--- config.mk ---
export PLATFORM = sky130hd
export DESIGN_NAME = telnet_iac_filter_responder_unit_flat
export DESIGN_NICKNAME = d
export VERILOG_FILES = /design/src/rtl/tifr_pkg.sv /design/src/rtl/tifr_rx_if.sv /design/src/rtl/tifr_res_if.sv /design/src/rtl/telnet_iac_filter_responder_unit.sv /design/src/rtl/tifr_parser.sv /design/src/flat_wrapper.sv
export VERILOG_INCLUDE_DIRS = /design/src /design/src/rtl
export SDC_FILE = /design/constraint.sdc
export NUM_CORES = 1
export LEC_CHECK = 0
export ABC_AREA = 0
export BUFFER_PORTS_ARGS = -buffer_cell sky130_fd_sc_hd__buf_4
export CAP_MARGIN = 40
export CORE_ASPECT_RATIO = 1.5
export CORE_MARGIN = 5
export CORE_UTILIZATION = 50
export CTS_CLUSTER_SIZE = 10
export DETAILED_ROUTE_END_ITERATION = 7
export PLACE_DENSITY_LB_ADDON = 0.08
export SLEW_MARGIN = 15
export SYNTH_ARGS = -nofsm -noshare
export SYNTH_HDL_FRONTEND = slang
export SYNTH_HIERARCHICAL = 1
export SYNTH_SLANG_ARGS = --single-unit
--- constraint.sdc ---
create_clock -name clk -period 3.8 [get_ports clk]
set_input_delay 0.57 -clock clk [delete_from_list [all_inputs] [get_ports clk]]
set_output_delay 0.57 -clock clk [all_outputs]
set_load 0.005 [all_outputs]
--- src/rtl/telnet_iac_filter_responder_unit_macros.svh ---
// Assertion macros for the telnet IAC filter. Each macro expects signals named
// clk and rst_n in the scope where it is used.
`ifndef TELNET_IAC_FILTER_RESPONDER_UNIT_MACROS_SVH
`define TELNET_IAC_FILTER_RESPONDER_UNIT_MACROS_SVH

`ifndef SYNTH

`define TIFR_ASSERT_SAME(lbl, ante, cons, msg) \
    lbl: assert property (@(posedge clk) disable iff (!rst_n) (ante) |-> (cons)) \
        else $error(msg);

`define TIFR_ASSERT_NEXT(lbl, ante, cons, msg) \
    lbl: assert property (@(posedge clk) disable iff (!rst_n) (ante) |=> (cons)) \
        else $error(msg);

`else

`define TIFR_ASSERT_SAME(lbl, ante, cons, msg)
`define TIFR_ASSERT_NEXT(lbl, ante, cons, msg)

`endif

`endif

--- src/rtl/tifr_pkg.sv ---
`default_nettype none

package tifr_pkg;

    localparam logic [7:0] IAC  = 8'd255;
    localparam logic [7:0] DONT = 8'd254;
    localparam logic [7:0] DO   = 8'd253;
    localparam logic [7:0] WONT = 8'd252;
    localparam logic [7:0] WILL = 8'd251;

    localparam logic [7:0] OPT_BINARY      = 8'd0;
    localparam logic [7:0] OPT_ECHO        = 8'd1;
    localparam logic [7:0] OPT_SUPPRESS_GA = 8'd3;
    localparam logic [7:0] OPT_TIMING_MARK = 8'd6;
    localparam logic [7:0] OPT_TERM_TYPE   = 8'd24;
    localparam logic [7:0] OPT_WINDOW_SIZE = 8'd31;
    localparam logic [7:0] OPT_TERM_SPEED  = 8'd32;
    localparam logic [7:0] OPT_REMOTE_FLOW = 8'd33;
    localparam logic [7:0] OPT_X_DISPLAY   = 8'd35;
    localparam logic [7:0] OPT_NEW_ENV     = 8'd39;

    // Word positions within a three-word reply.
    localparam logic [1:0] REPLY_POS_IAC = 2'd0;
    localparam logic [1:0] REPLY_POS_CMD = 2'd1;
    localparam logic [1:0] REPLY_POS_OPT = 2'd2;

    typedef enum logic [2:0] {
        ST_PLAIN     = 3'b001,
        ST_AFTER_IAC = 3'b010,
        ST_OPTION    = 3'b100
    } parse_state_t;

    // What one received byte produces: nothing, one data word, or a reply.
    typedef struct packed {
        logic       vld;
        logic       reply;
        logic [7:0] cmd;
        logic [7:0] data;
    } burst_t;

    // Answer to a DO for the given option; zero means no answer.
    function automatic logic [7:0] reply_for_do(input logic [7:0] opt);
        logic [7:0] r;
        case (opt)
            OPT_SUPPRESS_GA, OPT_TIMING_MARK: r = WILL;
            OPT_TERM_TYPE, OPT_WINDOW_SIZE, OPT_NEW_ENV, OPT_X_DISPLAY,
            OPT_TERM_SPEED, OPT_ECHO, OPT_REMOTE_FLOW, OPT_BINARY: r = WONT;
            default: r = 8'd0;
        endcase
        return r;
    endfunction

endpackage

`default_nettype wire

--- src/rtl/tifr_rx_if.sv ---
`default_nettype none

interface tifr_rx_if;
    logic       valid;
    logic       ready;
    logic [7:0] rx_byte;

    modport source (output valid, output rx_byte, input ready);
    modport sink (input valid, input rx_byte, output ready);
endinterface

`default_nettype wire

--- src/rtl/tifr_res_if.sv ---
`default_nettype none

interface tifr_res_if;
    logic       valid;
    logic       ready;
    logic       dest;
    logic [7:0] out_byte;
    logic       last_of_run;

    modport source (output valid, output dest, output out_byte, output last_of_run,
                    input ready);
    modport sink (input valid, input dest, input out_byte, input last_of_run,
                  output ready);
endinterface

`default_nettype wire

--- src/rtl/telnet_iac_filter_responder_unit.sv ---
// Telnet IAC filter and option responder.
// The rx channel takes one received byte per word. The res channel gives
// words tagged with dest: 0 for a byte to the device stream, 1 for a byte
// of a negotiation reply to the peer; last_of_run marks the final word
// caused by one received byte.
// A received byte that produces output shows its first word on res in the
// cycle after it is accepted. Plain bytes and escaped IAC IAC give one word
// and keep the rate at one byte per cycle while res.ready is high. A DO that
// draws an answer gives three words (IAC, WILL or WONT, option), which
// occupy the output register in turn; rx is held off until the last leaves.
// Bytes that produce nothing leave no word in the output register. A new byte
// is taken in the cycle the last word of the previous result leaves, so a
// single output register carries the flow.
// When res.ready is low, the pending word holds and rx stalls once the
// output register is full. Reset clears the parser to plain data state, the
// stored command to zero and empties the output register.
`default_nettype none

`include "telnet_iac_filter_responder_unit_macros.svh"

module telnet_iac_filter_responder_unit
    import tifr_pkg::*;
(
    input  wire logic  clk,
    input  wire logic  rst_n,
    tifr_rx_if.sink    rx,
    tifr_res_if.source res
);

    burst_t     burst;
    logic       acc;
    logic       last;
    logic       vld_reg;
    logic       reply_reg;
    logic [7:0] cmd_reg;
    logic [7:0] data_reg;
    logic [1:0] pos_reg;

    assign last     = !reply_reg || pos_reg == REPLY_POS_OPT;
    assign rx.ready = !vld_reg || (res.ready && last);
    assign acc      = rx.valid && rx.ready;

    tifr_parser u_parser (
        .clk     (clk),
        .rst_n   (rst_n),
        .acc     (acc),
        .rx_byte (rx.rx_byte),
        .burst   (burst)
    );

    always_ff @(posedge clk or negedge rst_n)
    begin
        if (!rst_n)
        begin
            vld_reg <= 1'b0;
            pos_reg <= REPLY_POS_IAC;
        end
        else if (acc)
        begin
            vld_reg <= burst.vld;
            pos_reg <= REPLY_POS_IAC;
        end
        else if (vld_reg && res.ready)
        begin
            if (last)
            begin
                vld_reg <= 1'b0;
            end
            else
            begin
                pos_reg <= pos_reg + 2'd1;
            end
        end
    end

    always_ff @(posedge clk)
    begin
        if (acc)
        begin
            reply_reg <= burst.reply;
            cmd_reg   <= burst.cmd;
            data_reg  <= burst.data;
        end
    end

    always_comb
    begin
        case (pos_reg)
            REPLY_POS_IAC: res.out_byte = reply_reg ? IAC : data_reg;
            REPLY_POS_CMD: res.out_byte = cmd_reg;
            default:       res.out_byte = data_reg;
        endcase
    end

    assign res.valid       = vld_reg;
    assign res.dest        = reply_reg;
    assign res.last_of_run = last;

    `TIFR_ASSERT_SAME(a_data_single_word, vld_reg && !reply_reg,
                      pos_reg == REPLY_POS_IAC, "data word off first position")
    `TIFR_ASSERT_SAME(a_partial_is_reply, res.valid && !res.last_of_run,
                      res.dest, "non-final word on device stream")
    `TIFR_ASSERT_NEXT(a_reply_continues, res.valid && res.ready && !res.last_of_run,
                      res.valid && res.dest, "reply run broken off")
    `TIFR_ASSERT_SAME(a_pos_in_range, vld_reg, pos_reg != 2'd3,
                      "reply position out of range")

endmodule

`default_nettype wire

--- src/rtl/tifr_parser.sv ---
`default_nettype none

`include "telnet_iac_filter_responder_unit_macros.svh"

module tifr_parser
    import tifr_pkg::*;
(
    input  wire logic       clk,
    input  wire logic       rst_n,
    input  wire logic       acc,
    input  wire logic [7:0] rx_byte,
    output burst_t          burst
);

    parse_state_t state_reg;
    parse_state_t state_next;
    logic [7:0]   cmd_reg;
    logic [7:0]   cmd_next;
    logic [7:0]   do_reply;

    assign do_reply = reply_for_do(rx_byte);

    always_comb
    begin
        state_next = state_reg;
        cmd_next   = cmd_reg;
        burst      = '0;
        burst.data = rx_byte;
        burst.cmd  = do_reply;
        unique case (state_reg)
            ST_AFTER_IAC:
            begin
                if (rx_byte == IAC)
                begin
                    burst.vld  = 1'b1;
                    state_next = ST_PLAIN;
                end
                else if (rx_byte == DO || rx_byte == DONT ||
                         rx_byte == WILL || rx_byte == WONT)
                begin
                    cmd_next   = rx_byte;
                    state_next = ST_OPTION;
                end
                else
                begin
                    state_next = ST_PLAIN;
                end
            end
            ST_OPTION:
            begin
                if (cmd_reg == DO && do_reply != 8'd0)
                begin
                    burst.vld   = 1'b1;
                    burst.reply = 1'b1;
                end
                state_next = ST_PLAIN;
            end
            default:
            begin
                // Plain data; a stray state code is handled the same way.
                if (rx_byte == IAC)
                begin
                    state_next = ST_AFTER_IAC;
                end
                else
                begin
                    burst.vld  = 1'b1;
                    state_next = ST_PLAIN;
                end
            end
        endcase
    end

    always_ff @(posedge clk or negedge rst_n)
    begin
        if (!rst_n)
        begin
            state_reg <= ST_PLAIN;
            cmd_reg   <= 8'd0;
        end
        else if (acc)
        begin
            state_reg <= state_next;
            cmd_reg   <= cmd_next;
        end
    end

    `TIFR_ASSERT_NEXT(a_option_returns_plain, acc && state_reg == ST_OPTION,
                      state_reg == ST_PLAIN, "parser did not leave option state")
    `TIFR_ASSERT_SAME(a_reply_needs_do, burst.reply,
                      state_reg == ST_OPTION && cmd_reg == DO,
                      "reply produced outside a DO option")

endmodule

`default_nettype wire
--- src/flat_wrapper.sv ---
// flat-port wrapper written by rule: the top's interface ports become plain ports
module telnet_iac_filter_responder_unit_flat import tifr_pkg::*;
  (clk, rst_n, rx_valid, rx_rx_byte, rx_ready, res_valid, res_dest, res_out_byte, res_last_of_run, res_ready);
  tifr_rx_if rx_i ();
  tifr_res_if res_i ();
  input  wire logic clk;
  input  wire logic rst_n;
  input wire logic [$bits(rx_i.valid)-1:0] rx_valid;
  input wire logic [$bits(rx_i.rx_byte)-1:0] rx_rx_byte;
  output wire logic [$bits(rx_i.ready)-1:0] rx_ready;
  output wire logic [$bits(res_i.valid)-1:0] res_valid;
  output wire logic [$bits(res_i.dest)-1:0] res_dest;
  output wire logic [$bits(res_i.out_byte)-1:0] res_out_byte;
  output wire logic [$bits(res_i.last_of_run)-1:0] res_last_of_run;
  input wire logic [$bits(res_i.ready)-1:0] res_ready;
  assign rx_i.valid = rx_valid;
  assign rx_i.rx_byte = rx_rx_byte;
  assign rx_ready = rx_i.ready;
  assign res_valid = res_i.valid;
  assign res_dest = res_i.dest;
  assign res_out_byte = res_i.out_byte;
  assign res_last_of_run = res_i.last_of_run;
  assign res_i.ready = res_ready;
  telnet_iac_filter_responder_unit u_core (.clk(clk), .rst_n(rst_n), .rx(rx_i), .res(res_i));
endmodule
======== Yosys cells after proc, flatten, opt, wreduce, memory -nomap -nowiden ========
Cells that the tools add are included.
word-level totals
  logic and storage cells ................. 67
  bits in registers ....................... 31
  output and inout bits ................... 12
  input port bits ......................... 12
operators by class
  $add $sub $neg .......................... 1
  reductions and logical operators ........ 21
  bitwise logic cells ..................... 1
  eq/ne operators ......................... 20
  muxes and demuxes ....................... 17
operators by type and width
  cell                                                                    number
  8-bit equality test (second input constant)                             6
  8-bit by 6-bit equality test with 1-bit output (second input constant)  4
  8-bit case mux with 2 select lines                                      2
  8-bit by 5-bit equality test with 1-bit output (second input constant)  2
  2-bit two-way mux                                                       5
  8-bit by 1-bit equality test with 1-bit output (second input constant)  1
  8-bit by 2-bit equality test with 1-bit output (second input constant)  1
  8-bit by 3-bit equality test with 1-bit output (second input constant)  1
  8-bit zero test                                                         1
  8-bit two-way mux                                                       1
  8-bit nonzero test                                                      1
  8-bit OR reduction                                                      1
  3-bit two-way mux                                                       2
  3-bit case mux with 2 select lines                                      1
  1-bit logical OR                                                        5
  1-bit two-way mux                                                       5
  1-bit logical AND                                                       4
  2-bit AND reduction                                                     2
  4-bit AND reduction                                                     1
  2-bit nonzero test                                                      2
  3-bit by 2-bit equality test with 1-bit output (second input constant)  1
  3-bit equality test (second input constant)                             1
  2-bit by 1-bit adder with 2-bit output (second input constant)          1
  2-bit by 1-bit equality test with 1-bit output (second input constant)  1
  7 further kinds                                                         8

======== Depth between registers and ports, before layout ========
Gate-level depths: netlist of run 1.
  word-level depth ........................ 8
  gate-level depth with buffers ........... 9
  depth with buffers taken out ............ 9

======== By module ========
Netlist of run 1, hierarchy kept.
by module, submodules not included
  module                            instances  cells an instance  area each (um^2)  seq. area each (um^2)
  telnet_iac_filter_responder_unit  1          64                 884.6             585.6
  tifr_parser                       1          83                 797.0             276.5

======== Least setup slack after synthesis of run 1 ========
OpenSTA, ideal clock, no wires.
  path type ............................... reg-to-reg
  start ................................... reg u_core.pos_reg[0]
  end ..................................... reg u_core.u_parser.cmd_reg[0]
  path slack .............................. 1.331 ns
  setup time .............................. 0.125 ns
  buffers on the path ..................... 0
  arrival ................................. 2.345 ns
  cell stages (with the launch flop) ...... 9
  data required time ...................... 3.675 ns
  period minus slack after synthesis ...... 2.469 ns
  cells stage by stage .................... dfrtp_1 inv_1 ha_1 and2b_4 o21ai_2 and2_1 and3_1 nand3_1 mux2_2
on the way
  word-level cells in the longest chain between the ends .. 6
RTL lines
  what                                  RTL line                                text
  start, declared                       telnet_iac_filter_responder_unit.sv:37  logic [1:0] pos_reg;
  start signal, assigned                telnet_iac_filter_responder_unit.sv:71  pos_reg <= pos_reg + 2'd1;
  2-bit equality test                   telnet_iac_filter_responder_unit.sv:39  assign last = !reply_reg || pos_reg == REPLY_POS_OPT;
  1-bit logical OR                      telnet_iac_filter_responder_unit.sv:39
  1-bit logical AND                     telnet_iac_filter_responder_unit.sv:40  assign rx.ready = !vld_reg || (res.ready && last);
  1-bit logical OR                      telnet_iac_filter_responder_unit.sv:40
  named net rx_ready                    flat_wrapper.sv:10                      output wire logic [$bits(rx_i.ready)-1:0] rx_ready;
  1-bit logical AND                     telnet_iac_filter_responder_unit.sv:41  assign acc = rx.valid && rx.ready;
  named net u_core.acc                  telnet_iac_filter_responder_unit.sv:31  logic acc;
  4-bit AND reduction (no source line)  -
  end signal, assigned                  tifr_parser.sv:84                       cmd_reg <= cmd_next;
  end, declared                         tifr_parser.sv:17                       logic [7:0] cmd_reg;
The timed path passes the listed nets, and every way through them passes these cells.
A chain may end at the register's enable or synchronous reset.

======== Worst setup path in the final report of run 1 ========
  start ................................... reg u_core.pos_reg[0]
  end ..................................... reg u_core.u_parser.cmd_reg[0]
on the way
  word-level cells in the longest chain between the ends .. 6
RTL lines
  what                                  RTL line
  2-bit equality test                   telnet_iac_filter_responder_unit.sv:39
  1-bit logical OR                      telnet_iac_filter_responder_unit.sv:39
  1-bit logical AND                     telnet_iac_filter_responder_unit.sv:40
  1-bit logical OR                      telnet_iac_filter_responder_unit.sv:40
  1-bit logical AND                     telnet_iac_filter_responder_unit.sv:41
  named net u_core.acc                  telnet_iac_filter_responder_unit.sv:31
  4-bit AND reduction (no source line)  -
The timed path passes the listed nets, and every way through them passes these cells.

==> results of run 1 <==
==> metal layers <==
layer / GRT usage / wire length [um] / part of all wire
met5: 0 / 0 / 0
met3: 0.0397 / 153 / 0.049
met4: 0.0696 / 69 / 0.022
met1: 0.172 / 1270 / 0.41
met2: 0.250 / 1630 / 0.52
==> through the flow <==
stage          power (mW)  setup WS, ns  instance area [um^2]
3_5_place_dp        0.688          1.39                  1790
5_1_grt              1.05          1.16                  1890
4_1_cts              1.00          1.37                  1890
3_3_place_gp        0.675          1.49                  1790
6_report            0.986          1.39                  1890
2_1_floorplan       0.582          1.33                  1680
==> final cells by class <==
cell class | instances | area share
Clock inverter | 3 | 0.0205
Inverter | 6 | 0.0119
Timing Repair Buffer | 24 | 0.0951
Clock buffer | 5 | 0.0363
Multi-Input combinational cell | 93 | 0.355
Sequential cell | 31 | 0.455
Tap cell | 40 | 0.0264
==> power by group <==
| part | internal [mW] | switching [mW] | total, mW |
|---|---|---|---|
| combinational | 0.138 | 0.130 | 0.268 |
| clock | 0.192 | 0.116 | 0.308 |
| sequential | 0.386 | 0.0240 | 0.410 |
| total | 0.716 | 0.270 | 0.986 |
==> cell usage in the layout (no fill, tap or decap), types with 3 or more instances in the layout <==
cell,instances
sky130_fd_sc_hd__buf_4,24
sky130_fd_sc_hd__edfxtp_1,17
sky130_fd_sc_hd__nand2_1,14
sky130_fd_sc_hd__dfrtp_1,13
sky130_fd_sc_hd__o21ai_0,12
sky130_fd_sc_hd__mux2i_1,9
sky130_fd_sc_hd__nand2b_1,6
sky130_fd_sc_hd__clkbuf_8,5
sky130_fd_sc_hd__inv_1,5
sky130_fd_sc_hd__nor2_1,5
sky130_fd_sc_hd__nand3_1,4
sky130_fd_sc_hd__ha_1,3
sky130_fd_sc_hd__mux2_2,3
==> worst max-delay path by stage <==
stage,to,slack (ns),cells past startpoint
final,u_core/u_parser/cmd_reg[0],1.39,9
after global routing,u_core/u_parser/cmd_reg[0],1.16,9
after CTS,u_core/u_parser/cmd_reg[0],1.37,9
after detailed placement,u_core/u_parser/cmd_reg[0],1.39,9
after global placement,u_core/u_parser/cmd_reg[0],1.49,9
after floorplan,u_core/u_parser/cmd_reg[0],1.33,8
==> logic make-up (layout without fill, tap and decap cells) <==
family	Yosys count	in the layout
adders and majority gates	3	3
xor gates and xnor gates	2	2
buffers and inverters	23	38
DFF	31	31
AOI/OAI and AO/OA	27	27
muxes	13	13
and+or+nand+nor	48	48
==> impl_summary.txt, run 1 <==
----------------------------------------------------
[Outcome]
  Run status ... completed

[Floorplan]
  Core Box Area ... ~3200 um^2
  Horizontal extent of the die ... 57.4 um
  Total Die Area ... 4650 um^2
  Number of top-level pins ... 24
  Y dimension of the die ... just over 80 um
  Initial standard-cell utilization of the core ... 0.527
  Number of core rows ... 25

[GRT]
  Total congestion overflow ... 0
  Global-route total usage across every layer ... 0.148
  Initial antenna violation count ... 0
  Wire length of the first global-routing pass ... 5.20 mm
  Number of global-route vias before repair ... 1103
  Largest net degree at the start of global routing ... 25

[Detailed routing]
  DR vias/cell ... roughly 5.5
  Avg WL per Cell ... 15.4 um
  Post-Route WL ... 3.12 mm
  Number of antenna-violating nets in the routed design ... 0
  Vias post-DR ... 1117
  Initial drt markers ... 35
  Residual DRC ... 0
  Detailed-routing iteration count for the pre-antenna-repair pass ... 4

[Logic synthesis]
  Multiplexer share of the synthesized area ... 0.0826
  Cell with the most instances after synthesis ... sky130_fd_sc_hd__edfxtp_1
  Part of the Yosys area used for sequential elements ... 0.513
  Fraction of synthesized cell area in xor and xnor cells ... 0.0104
  Post-synthesis compound-gate area fraction ... 0.109
  Number of synthesized register bits ... 31
  Top post-synthesis cells by area ... sky130_fd_sc_hd__edfxtp_1 (30%), sky130_fd_sc_hd__dfrtp_1 (19%), sky130_fd_sc_hd__buf_4 (6.3%)
  Basic-gate share of the synthesized area counting and, or, nand and nor cells ... 0.176
  Synth Flop Type ... sky130_fd_sc_hd__edfxtp_1
  Mean instance size in the synthesized netlist ... about 11 um^2
  Number of distinct standard cells referenced by the synthesized netlist ... 49
  Adder-Cell Fraction of Synth Area ... 0.0223
  Largest area contributor in the netlist ... sky130_fd_sc_hd__edfxtp_1
  Share of the synthesized area in the top cell type ... 0.304
  Cell area after synthesis ... 1680 um^2
  Number of nets in the synthesized netlist ... between 150 and 200
  Cell count after synthesis ... 147
  Count of flip-flops with a built-in enable after synthesis ... 17
  Async SR Flop Fraction ... 0.452
  Top cell types by occurrence after synthesis ... sky130_fd_sc_hd__edfxtp_1 (17), sky130_fd_sc_hd__buf_4 (14), sky130_fd_sc_hd__nand2_1 (14)
  Number of warning messages in the yosys log ... 6
  Combinational family with the most area after synthesis ... simple AND/OR/NAND/NOR gates

[STA]
  Worst slew margin ... 0.696
  Fmax achieved ... 415 MHz
  Portion of the clock cycle consumed by the worst path in the final layout ... 0.635
  Final Max Tran Viols ... 0
  Worst Clk Skew ... roughly 0.0034 ns
  Setup TNS Final ... 0 ns
  Final Hold Vio Count ... 0
  Final Setup Violations ... 0
  Unrepaired setup endpoints after global routing ... no
  Worst-margin pin slew ... 0.456 ns
  Final worst path period need ... 2.41 ns
  Hold slack ... 0.129 ns

[Clocking]
  Inserted Clock Buffers ... 5
  Clock tree from TritonCTS ... built
  CTS clock-pin slew for the worst setup and hold paths ... about 0.06 ns
  Number of clock sinks ... 31
  Post-CTS Setup Repair Bufs ... 0
  Clock tree root buffer cell ... sky130_fd_sc_hd__clkbuf_8
  Number of gates resized after cts ... 0
  Number of levels in the clock H-tree ... 2
  Clock tree buffer depth ... 2
  Clock latency reported for the late side of the worst-skew pair ... ~0.28 ns
  Count of hold-fix buffers inserted at cts ... 0

[Final layout]
  Area Growth Syn to Fin ... 12.6%
  Fraction of layout instances using a drive strength above 1 ... 0.284
  Final layout net count ... 176
  Fillcell total ... between 200 and 300
  Footprint of the multi-input gates ... roughly 670 um^2
  Antenna diode instance count ... 0
  Final Instance Count excl. Fillers ... 202
  Core occupancy in the finished layout ... 0.594
  Flip-flop and latch area ... 862 um^2

[Setup path]
  End of the worst register-to-register path ... u_core/u_parser/cmd_reg[0]
  Highest net fanout along the worst path ... 24
  List of cells traversed by the critical path ... inv_1 -> ha_1 -> and2b_4 -> o21ai_2 -> and2_1 -> buf_4 -> and3_1 -> nand3_1 -> mux2_2
  Largest delay contributor family on the critical path ... simple AND/OR/NAND/NOR gates
  Critical path buffer and inverter count ... 2
  R2R Setup Slk ... 1.39 ns
  WP data arrival ... 2.57 ns
  Critical-path top delay cell ... sky130_fd_sc_hd__dfrtp_1
  Worst R2R Start ... u_core/pos_reg[0]
  CP startpoint kind ... register
  Worst Setup SP ... u_core/pos_reg[0]
  Type of the worst setup path ... register to register
  Worst Reg-to-Reg Cells ... 9
  Critical path endpoint category ... register
  Worst stage delay on the critical path ... 0.41 ns
  Required time of the worst setup path ... between 3 and 4 ns

[Placed design]
  # port buffers ... 23
  HPWL after detailed placement ... 2.31 mm
  GP Congestion ... 0.835
  Number of cells after detailed placement ... 194

[Power]
  Total leakage power ... 0.802 nW
  Peak ir drop on the vdd network ... 0.332 mV
  Power density normalized to cell area ... about 520 nW/um^2

[Min path]
  Hold/Removal Path Class ... input pin to asynchronous set/reset pin

[Run]
  Max-cap viol count ... 0

----------------------------------------------------
Note: power is estimated with default switching activity, not from simulation.
==> inputs of run 2 (changes only) <==
==> constraint.sdc (replaced) <==
create_clock -name clk -period 2.4 [get_ports clk]
set_input_delay 0.36 -clock clk [delete_from_list [all_inputs] [get_ports clk]]
set_output_delay 0.36 -clock clk [all_outputs]
set_load 0.005 [all_outputs]
==> run 2 against run 1 <==
Wire length rose by 2.4%; setup slack got worse by 1.2 ns; clock power is 19% higher; sequential power grew 58%; fmax is 12% higher; die area unchanged; first-iteration DRC count is 34% lower; sequential share of layout area up 0.21 points; combinational power grew 59%; register-to-register slack worse by 1.2 ns; via count is 3.0% higher; final area is 0.46% lower; critical endpoint unchanged; largest cell class unchanged.
==> impl_summary.txt, run 2 (same netlist as run 1, synthesis figures left out) <==
----------------------------------------------------
[Outcome]
  Run status ... completed (unchanged)

[Detailed routing]
  Residual DRC ... 0 (unchanged)
  Post-Route WL ... 3.20 mm (was 3.12 mm)
  Initial drt markers ... 23 (was 35)
  Detailed-routing iteration count for the pre-antenna-repair pass ... 4 (unchanged)
  Number of antenna-violating nets in the routed design ... 0 (unchanged)
  DR vias/cell ... 5.64 (was 5.53)
  Vias post-DR ... 1151 (was 1117)
  Avg WL per Cell ... 15.7 um (was 15.4 um)

[Floorplan]
  Initial standard-cell utilization of the core ... 0.527 (unchanged)
  Total Die Area ... 4650 um^2 (unchanged)
  Number of core rows ... 25 (unchanged)
  Core Box Area ... 3190 um^2 (unchanged)
  Y dimension of the die ... 81.0 um (unchanged)
  Number of top-level pins ... 24 (unchanged)
  Horizontal extent of the die ... 57.4 um (unchanged)

[Final layout]
  Leading cell type in the layout, fill and taps excluded ... sky130_fd_sc_hd__buf_4 (unchanged)
  Antenna diode instance count ... 0 (unchanged)
  Core occupancy in the finished layout ... 0.591 (was 0.594)
  Most frequent cells in the layout ... sky130_fd_sc_hd__buf_4 (25), sky130_fd_sc_hd__edfxtp_1 (17), sky130_fd_sc_hd__nand2_1 (14) (was sky130_fd_sc_hd__buf_4 (24), sky130_fd_sc_hd__edfxtp_1 (17), sky130_fd_sc_hd__nand2_1 (14))
  Fillcell total ... 290 (was 271)
  Flip-flop and latch area ... 862 um^2 (unchanged)
  Area Growth Syn to Fin ... 12.1% (was 12.6%)
  Fraction of layout instances using a drive strength above 1 ... 0.280 (was 0.284)
  Final layout net count ... 178 (was 176)
  Footprint of the multi-input gates ... 673 um^2 (was 672 um^2)
  Final Instance Count excl. Fillers ... 204 (was 202)

[Placed design]
  HPWL after detailed placement ... 2.36 mm (was 2.31 mm)
  Number of cells after detailed placement ... 195 (was 194)
  GP Congestion ... 0.870 (was 0.835)
  Post-place setup slack ... 0.268 ns (was 1.39 ns)
  # port buffers ... 23 (unchanged)

[Setup path]
  Critical-path top delay cell ... sky130_fd_sc_hd__dfrtp_1 (unchanged)
  Type of the worst setup path ... register to register (unchanged)
  Worst Reg-to-Reg Cells ... 8 (was 9)
  Path length in cells of the critical path ... 8 (was 9)
  Highest net fanout along the worst path ... 7 (was 24)
  End of the worst register-to-register path ... u_core/u_parser/cmd_reg[0] (unchanged)
  R2R Setup Slk ... 0.24 ns (was 1.39 ns)
  Largest delay contributor family on the critical path ... simple AND/OR/NAND/NOR gates (unchanged)
  Worst stage delay on the critical path ... 0.40 ns (was 0.41 ns)
  Worst R2R Start ... u_core/pos_reg[0] (unchanged)
  Crit path capture ... u_core/u_parser/cmd_reg[0] (unchanged)
  Critical path buffer and inverter count ... 1 (was 2)
  WP data arrival ... 2.32 ns (was 2.57 ns)
  CP startpoint kind ... register (unchanged)
  List of cells traversed by the critical path ... inv_1 -> ha_1 -> and2b_4 -> o21ai_2 -> and2_2 -> and3_1 -> nand3_1 -> mux2_2 (was inv_1 -> ha_1 -> and2b_4 -> o21ai_2 -> and2_1 -> buf_4 -> and3_1 -> nand3_1 -> mux2_2)
  Worst Setup SP ... u_core/pos_reg[0] (unchanged)
  Critical path endpoint category ... register (unchanged)
  Required time of the worst setup path ... 2.56 ns (was 3.96 ns)

[GRT]
  Initial antenna violation count ... 0 (unchanged)
  Total congestion overflow ... 0 (unchanged)
  Global-route total usage across every layer ... 0.151 (was 0.148)
  Number of global-route vias before repair ... 1152 (was 1103)
  Largest net degree at the start of global routing ... 24 (was 25)
  Wire length of the first global-routing pass ... 5.29 mm (was 5.20 mm)

[STA]
  Final Max Tran Viols ... 0 (unchanged)
  Portion of the clock cycle consumed by the worst path in the final layout ... 0.901 (was 0.635)
  Fmax achieved ... 462 MHz (was 415 MHz)
  Final worst path period need ... 2.16 ns (was 2.41 ns)
  Setup TNS Final ... 0 ns (unchanged)
  Worst Clk Skew ... 0.00528 ns (was 0.00343 ns)
  Unrepaired setup endpoints after global routing ... no (unchanged)
  Final Hold Vio Count ... 0 (unchanged)
  Worst-margin pin slew ... 0.463 ns (was 0.456 ns)
  Worst slew margin ... 0.691 (was 0.696)
  Post-route setup slack ... 0.238 ns (was 1.39 ns)
  Final Setup Violations ... 0 (unchanged)

[Clocking]
  Clock latency reported for the late side of the worst-skew pair ... 0.28 ns (about the same)
  Clock tree buffer depth ... 2 (unchanged)
  CTS clock-pin slew for the worst setup and hold paths ... 0.06 ns (about the same)
  Inserted Clock Buffers ... 5 (unchanged)
  Clock tree root buffer cell ... sky130_fd_sc_hd__clkbuf_8 (unchanged)
  Number of gates resized after cts ... 0 (unchanged)
  Post-CTS Setup Repair Bufs ... 0 (unchanged)
  Number of clock sinks ... 31 (unchanged)
  Clock tree from TritonCTS ... built (unchanged)
  Number of levels in the clock H-tree ... 2 (unchanged)

[Power]
  Total leakage power ... 0.796 nW (was 0.802 nW)
  Final total power ... 1.44 mW (was 0.986 mW)
  Peak ir drop on the vdd network ... 0.513 mV (was 0.332 mV)
  Power density normalized to cell area ... 765 nW/um^2 (was 521 nW/um^2)

[Run]
  Max-cap viol count ... 0 (unchanged)

[Min path]
  Hold/Removal Path Class ... input pin to register (was input pin to asynchronous set/reset pin)

----------------------------------------------------
## run 2: power by group
| group | internal, mW | switching [mW] | leakage [nW] |
|---|---|---|---|
| registers | 0.611 | 0.0376 | 0.347 |
| logic | 0.220 | 0.206 | 0.409 |
| clock network | 0.197 | 0.172 | 0.0403 |
| total | 1.03 | 0.416 | 0.796 |
## run 2: worst reg2reg max path: stages, from the launching register on
cell and delay [ns]:
sky130_fd_sc_hd__dfrtp_1 0.40, sky130_fd_sc_hd__inv_1 0.10, sky130_fd_sc_hd__ha_1 0.21, sky130_fd_sc_hd__and2b_4 0.27
sky130_fd_sc_hd__o21ai_2 0.07, sky130_fd_sc_hd__and2_2 0.20, sky130_fd_sc_hd__and3_1 0.16, sky130_fd_sc_hd__nand3_1 0.25
sky130_fd_sc_hd__mux2_2 0.38
## run 2: routing by layer
| layer | wire length (um) | vias up | GRT usage | share of wire |
|---|---|---|---|---|
| met1 | 1250 | 556 | 0.162 | 0.39 |
| met2 | 1680 | 37 | 0.262 | 0.52 |
| met4 | 71 | 0 | 0.0696 | 0.022 |
| li1 | - | 550 | - | - |
| met3 | 195 | 8 | 0.0525 | 0.061 |
| met5 | 0 | - | 0 | 0 |
## run 2: layout make-up
class	instances	share of cell area
Timing Repair Buffer	26	0.105
Clock buffer	6	0.0385
Sequential cell	31	0.457
Inverter	6	0.0119
Clock inverter	2	0.00398
Multi-Input combinational cell	93	0.357
Tap cell	40	0.0265
## run 2: repair_timing
action | in CTS | in global routing
endpoints found under the hold margin | 13 | 0
setup endpoints to repair | 0 | 0
hold buffers | 1 | 0
## run 2: through the flow
| step | instance area, um^2 | hold WS, ns |
|---|---|---|
| 2_1_floorplan | 1680 | 0.0644 |
| 3_3_place_gp | 1800 | 0.215 |
| 3_5_place_dp | 1800 | 0.216 |
| 4_1_cts | 1890 | 0.287 |
| 5_1_grt | 1890 | 0.290 |
| 6_report | 1890 | 0.297 |
## run 2: how the worst min path moves through the flow
stage / startpoint / endpoint / slack (ns) / depth (start not counted)
finish: rx_rx_byte[7] / u_core/data_reg[7] / 0.30 / 1
global route: rx_rx_byte[7] / u_core/data_reg[7] / 0.29 / 1
CTS: rx_rx_byte[7] / u_core/data_reg[7] / 0.29 / 1
detailed placement: rst_n / u_core/u_parser/state_reg[1] / 0.22 / 1
global placement: rst_n / u_core/u_parser/state_reg[2] / 0.22 / 1
floorplan: rst_n / u_core/pos_reg[0] / 0.06 / 0
==> inputs of run 3 (changes only) <==
--- a/config.mk
+++ b/config.mk
@@ -9,9 +9,9 @@
 export ABC_AREA = 0
 export BUFFER_PORTS_ARGS = -buffer_cell sky130_fd_sc_hd__buf_4
 export CAP_MARGIN = 40
-export CORE_ASPECT_RATIO = 1.5
+export CORE_ASPECT_RATIO = 0.75
 export CORE_MARGIN = 5
-export CORE_UTILIZATION = 50
+export CORE_UTILIZATION = 57
 export CTS_CLUSTER_SIZE = 10
 export DETAILED_ROUTE_END_ITERATION = 7
 export PLACE_DENSITY_LB_ADDON = 0.08
==> run 3 against run 2 <==
Sequential share of layout area is 0.60 points lower; setup slack better by 0.024 ns; sequential cell count stayed put; die area is 11% lower; fmax is 1.1% higher; register-to-register slack better by 0.09 ns.
==> impl_summary.txt, run 3 (same netlist as run 1, synthesis figures left out) <==
----------------------------------------------------
[Clocking]
  Clock tree buffer depth ... 2 (unchanged)
  Clock tree from TritonCTS ... built (unchanged)
  Inserted Clock Buffers ... 5 (unchanged)
  Number of gates resized after cts ... 0 (unchanged)
  CTS clock-pin slew for the worst setup and hold paths ... 0.07 ns (was 0.06 ns)
  Number of clock sinks ... 31 (unchanged)
  Post-CTS Setup Repair Bufs ... 0 (unchanged)
  Number of levels in the clock H-tree ... 2 (unchanged)
  Clock latency reported for the late side of the worst-skew pair ... 0.28 ns (about the same)
  Clock tree root buffer cell ... sky130_fd_sc_hd__clkbuf_8 (unchanged)

[Power]
  Total leakage power ... 0.811 nW (was 0.796 nW)
  Final total power ... 1.57 mW (was 1.44 mW)
  Peak ir drop on the vdd network ... 0.545 mV (was 0.513 mV)
  Power density normalized to cell area ... 821 nW/um^2 (was 765 nW/um^2)

[Final layout]
  Most frequent cells in the layout ... sky130_fd_sc_hd__buf_4 (25), sky130_fd_sc_hd__edfxtp_1 (17), sky130_fd_sc_hd__nand2_1 (14) (unchanged)
  Final design area excluding fillers ... 1910 um^2 (was 1890 um^2)
  Fraction of layout instances using a drive strength above 1 ... 0.293 (was 0.280)
  Final layout net count ... 178 (unchanged)
  Core occupancy in the finished layout ... 0.660 (was 0.591)
  Area Growth Syn to Fin ... 13.6% (was 12.1%)
  Antenna diode instance count ... 0 (unchanged)
  Leading cell type in the layout, fill and taps excluded ... sky130_fd_sc_hd__buf_4 (unchanged)

[Min path]
  Hold/Removal Path Class ... input pin to register (unchanged)

[STA]
  Final worst path period need ... 2.14 ns (was 2.16 ns)
  Final Hold Vio Count ... 0 (unchanged)
  Worst-margin pin slew ... 0.537 ns (was 0.463 ns)
  Setup TNS Final ... 0 ns (unchanged)
  Unrepaired setup endpoints after global routing ... no (unchanged)
  Final Setup Violations ... 0 (unchanged)
  Worst slew margin ... 0.642 (was 0.691)
  Fmax achieved ... 468 MHz (was 462 MHz)
  Worst Clk Skew ... 0.00717 ns (was 0.00528 ns)
  Post-route setup slack ... 0.262 ns (was 0.238 ns)
  Portion of the clock cycle consumed by the worst path in the final layout ... 0.891 (was 0.901)
  Final Max Tran Viols ... 0 (unchanged)

[GRT]
  Total congestion overflow ... 0 (unchanged)
  Global-route total usage across every layer ... 0.164 (was 0.151)
  Number of global-route vias before repair ... 1071 (was 1152)
  Wire length of the first global-routing pass ... 5.20 mm (was 5.29 mm)
  Largest net degree at the start of global routing ... 24 (unchanged)
  Initial antenna violation count ... 0 (unchanged)

[Placed design]
  # port buffers ... 23 (unchanged)
  Cell area after placement ... 1790 um^2 (was 1800 um^2)
  Post-place setup slack ... 0.341 ns (was 0.268 ns)
  HPWL after detailed placement ... 2.24 mm (was 2.36 mm)
  GP Congestion ... 0.784 (was 0.870)

[Floorplan]
  Core Box Area ... 2890 um^2 (was 3190 um^2)
  Initial standard-cell utilization of the core ... 0.581 (was 0.527)
  Number of top-level pins ... 24 (unchanged)
  Total Die Area ... 4150 um^2 (was 4650 um^2)
  Horizontal extent of the die ... 72.7 um (was 57.4 um)
  Number of core rows ... 17 (was 25)
  Y dimension of the die ... 57.0 um (was 81.0 um)

[Detailed routing]
  Avg WL per Cell ... 15.1 um (was 15.7 um)
  DR vias/cell ... 5.51 (was 5.64)
  Initial drt markers ... 82 (was 23)
  Post-Route WL ... 3.05 mm (was 3.20 mm)
  Detailed-routing iteration count for the pre-antenna-repair pass ... 4 (unchanged)
  Residual DRC ... 0 (unchanged)
  Vias post-DR ... 1114 (was 1151)
  Number of antenna-violating nets in the routed design ... 0 (unchanged)

[Setup path]
  CP startpoint kind ... register (unchanged)
  Type of the worst setup path ... register to output pin (was register to register)
  WP data arrival ... 1.78 ns (was 2.32 ns)
  Required time of the worst setup path ... 2.04 ns (was 2.56 ns)
  Highest net fanout along the worst path ... 8 (was 7)
  Critical path endpoint category ... output pin (was register)

[Run]
  Max-cap viol count ... 0 (unchanged)

[Outcome]
  Run status ... completed (unchanged)

----------------------------------------------------
==> run 3: changes by cell type in the layout (fill, tap and decap cells not counted), sizes merged <==
cell,change
bufinv,+1
clkbuf,-1
==> run 3: repair_timing <==
item | 4_1_cts | 5_1_grt
hold buffers | 1 | 0
endpoints found under the setup margin | 0 | 0
endpoints found under the hold margin | 13 | 0
==> run 3: final cells by class <==
type	count	area, um^2
fillers	246	982
clock inverters	3	38.8
clock buffers	5	68.8
multi-input cells	93	673
repair buffers	26	198
flip-flops and latches	31	862
inverters	6	22.5
well taps	38	47.5
==> run 3: worst paths after layout <==
path / startpoint / to / slack [ns] / depth (start not counted)
min in group asynchronous: rst_n / u_core/pos_reg[1] / 0.46 / 2
max reg2reg: u_core/pos_reg[0] / u_core/u_parser/state_reg[1] / 0.33 / 10
max: u_core/pos_reg[1] / res_out_byte[5] / 0.26 / 5
min: rx_rx_byte[6] / u_core/data_reg[6] / 0.30 / 1
min reg2reg: u_core/u_parser/cmd_reg[6] / u_core/u_parser/cmd_reg[6] / 0.47 / 1
max in group asynchronous: rst_n / u_core/u_parser/state_reg[0] / 1.70 / 2
==> run 3: metal layers <==
layer | wire length (um) | part of all wire | up-vias | GRT usage
met5 | 0 | 0 | - | 0
met4 | 37 | 0.012 | 0 | 0.0632
met3 | 166 | 0.054 | 5 | 0.0475
met2 | 1430 | 0.47 | 20 | 0.246
met1 | 1420 | 0.47 | 539 | 0.224
li1 | - | - | 550 | -
==> run 3: report_power, final <==
part	internal (mW)	switching [mW]
Combinational	0.221	0.211
Clock	0.303	0.186
Sequential	0.611	0.0376
==> run 3: critical path, stage by stage, from the launching register on <==
cell and delay, ns:
sky130_fd_sc_hd__dfrtp_1 0.40, sky130_fd_sc_hd__inv_1 0.12, sky130_fd_sc_hd__ha_1 0.51, sky130_fd_sc_hd__mux2i_1 0.27, sky130_fd_sc_hd__nand2_1 0.07, sky130_fd_sc_hd__buf_4 0.13
==> run 3: per-stage QoR <==
stage | hold WS (ns) | cells
after floorplan | 0.0644 | 147
after global placement | 0.215 | 193
after detailed placement | 0.221 | 193
after CTS | 0.289 | 202
after global routing | 0.280 | 202
final | 0.298 | 202
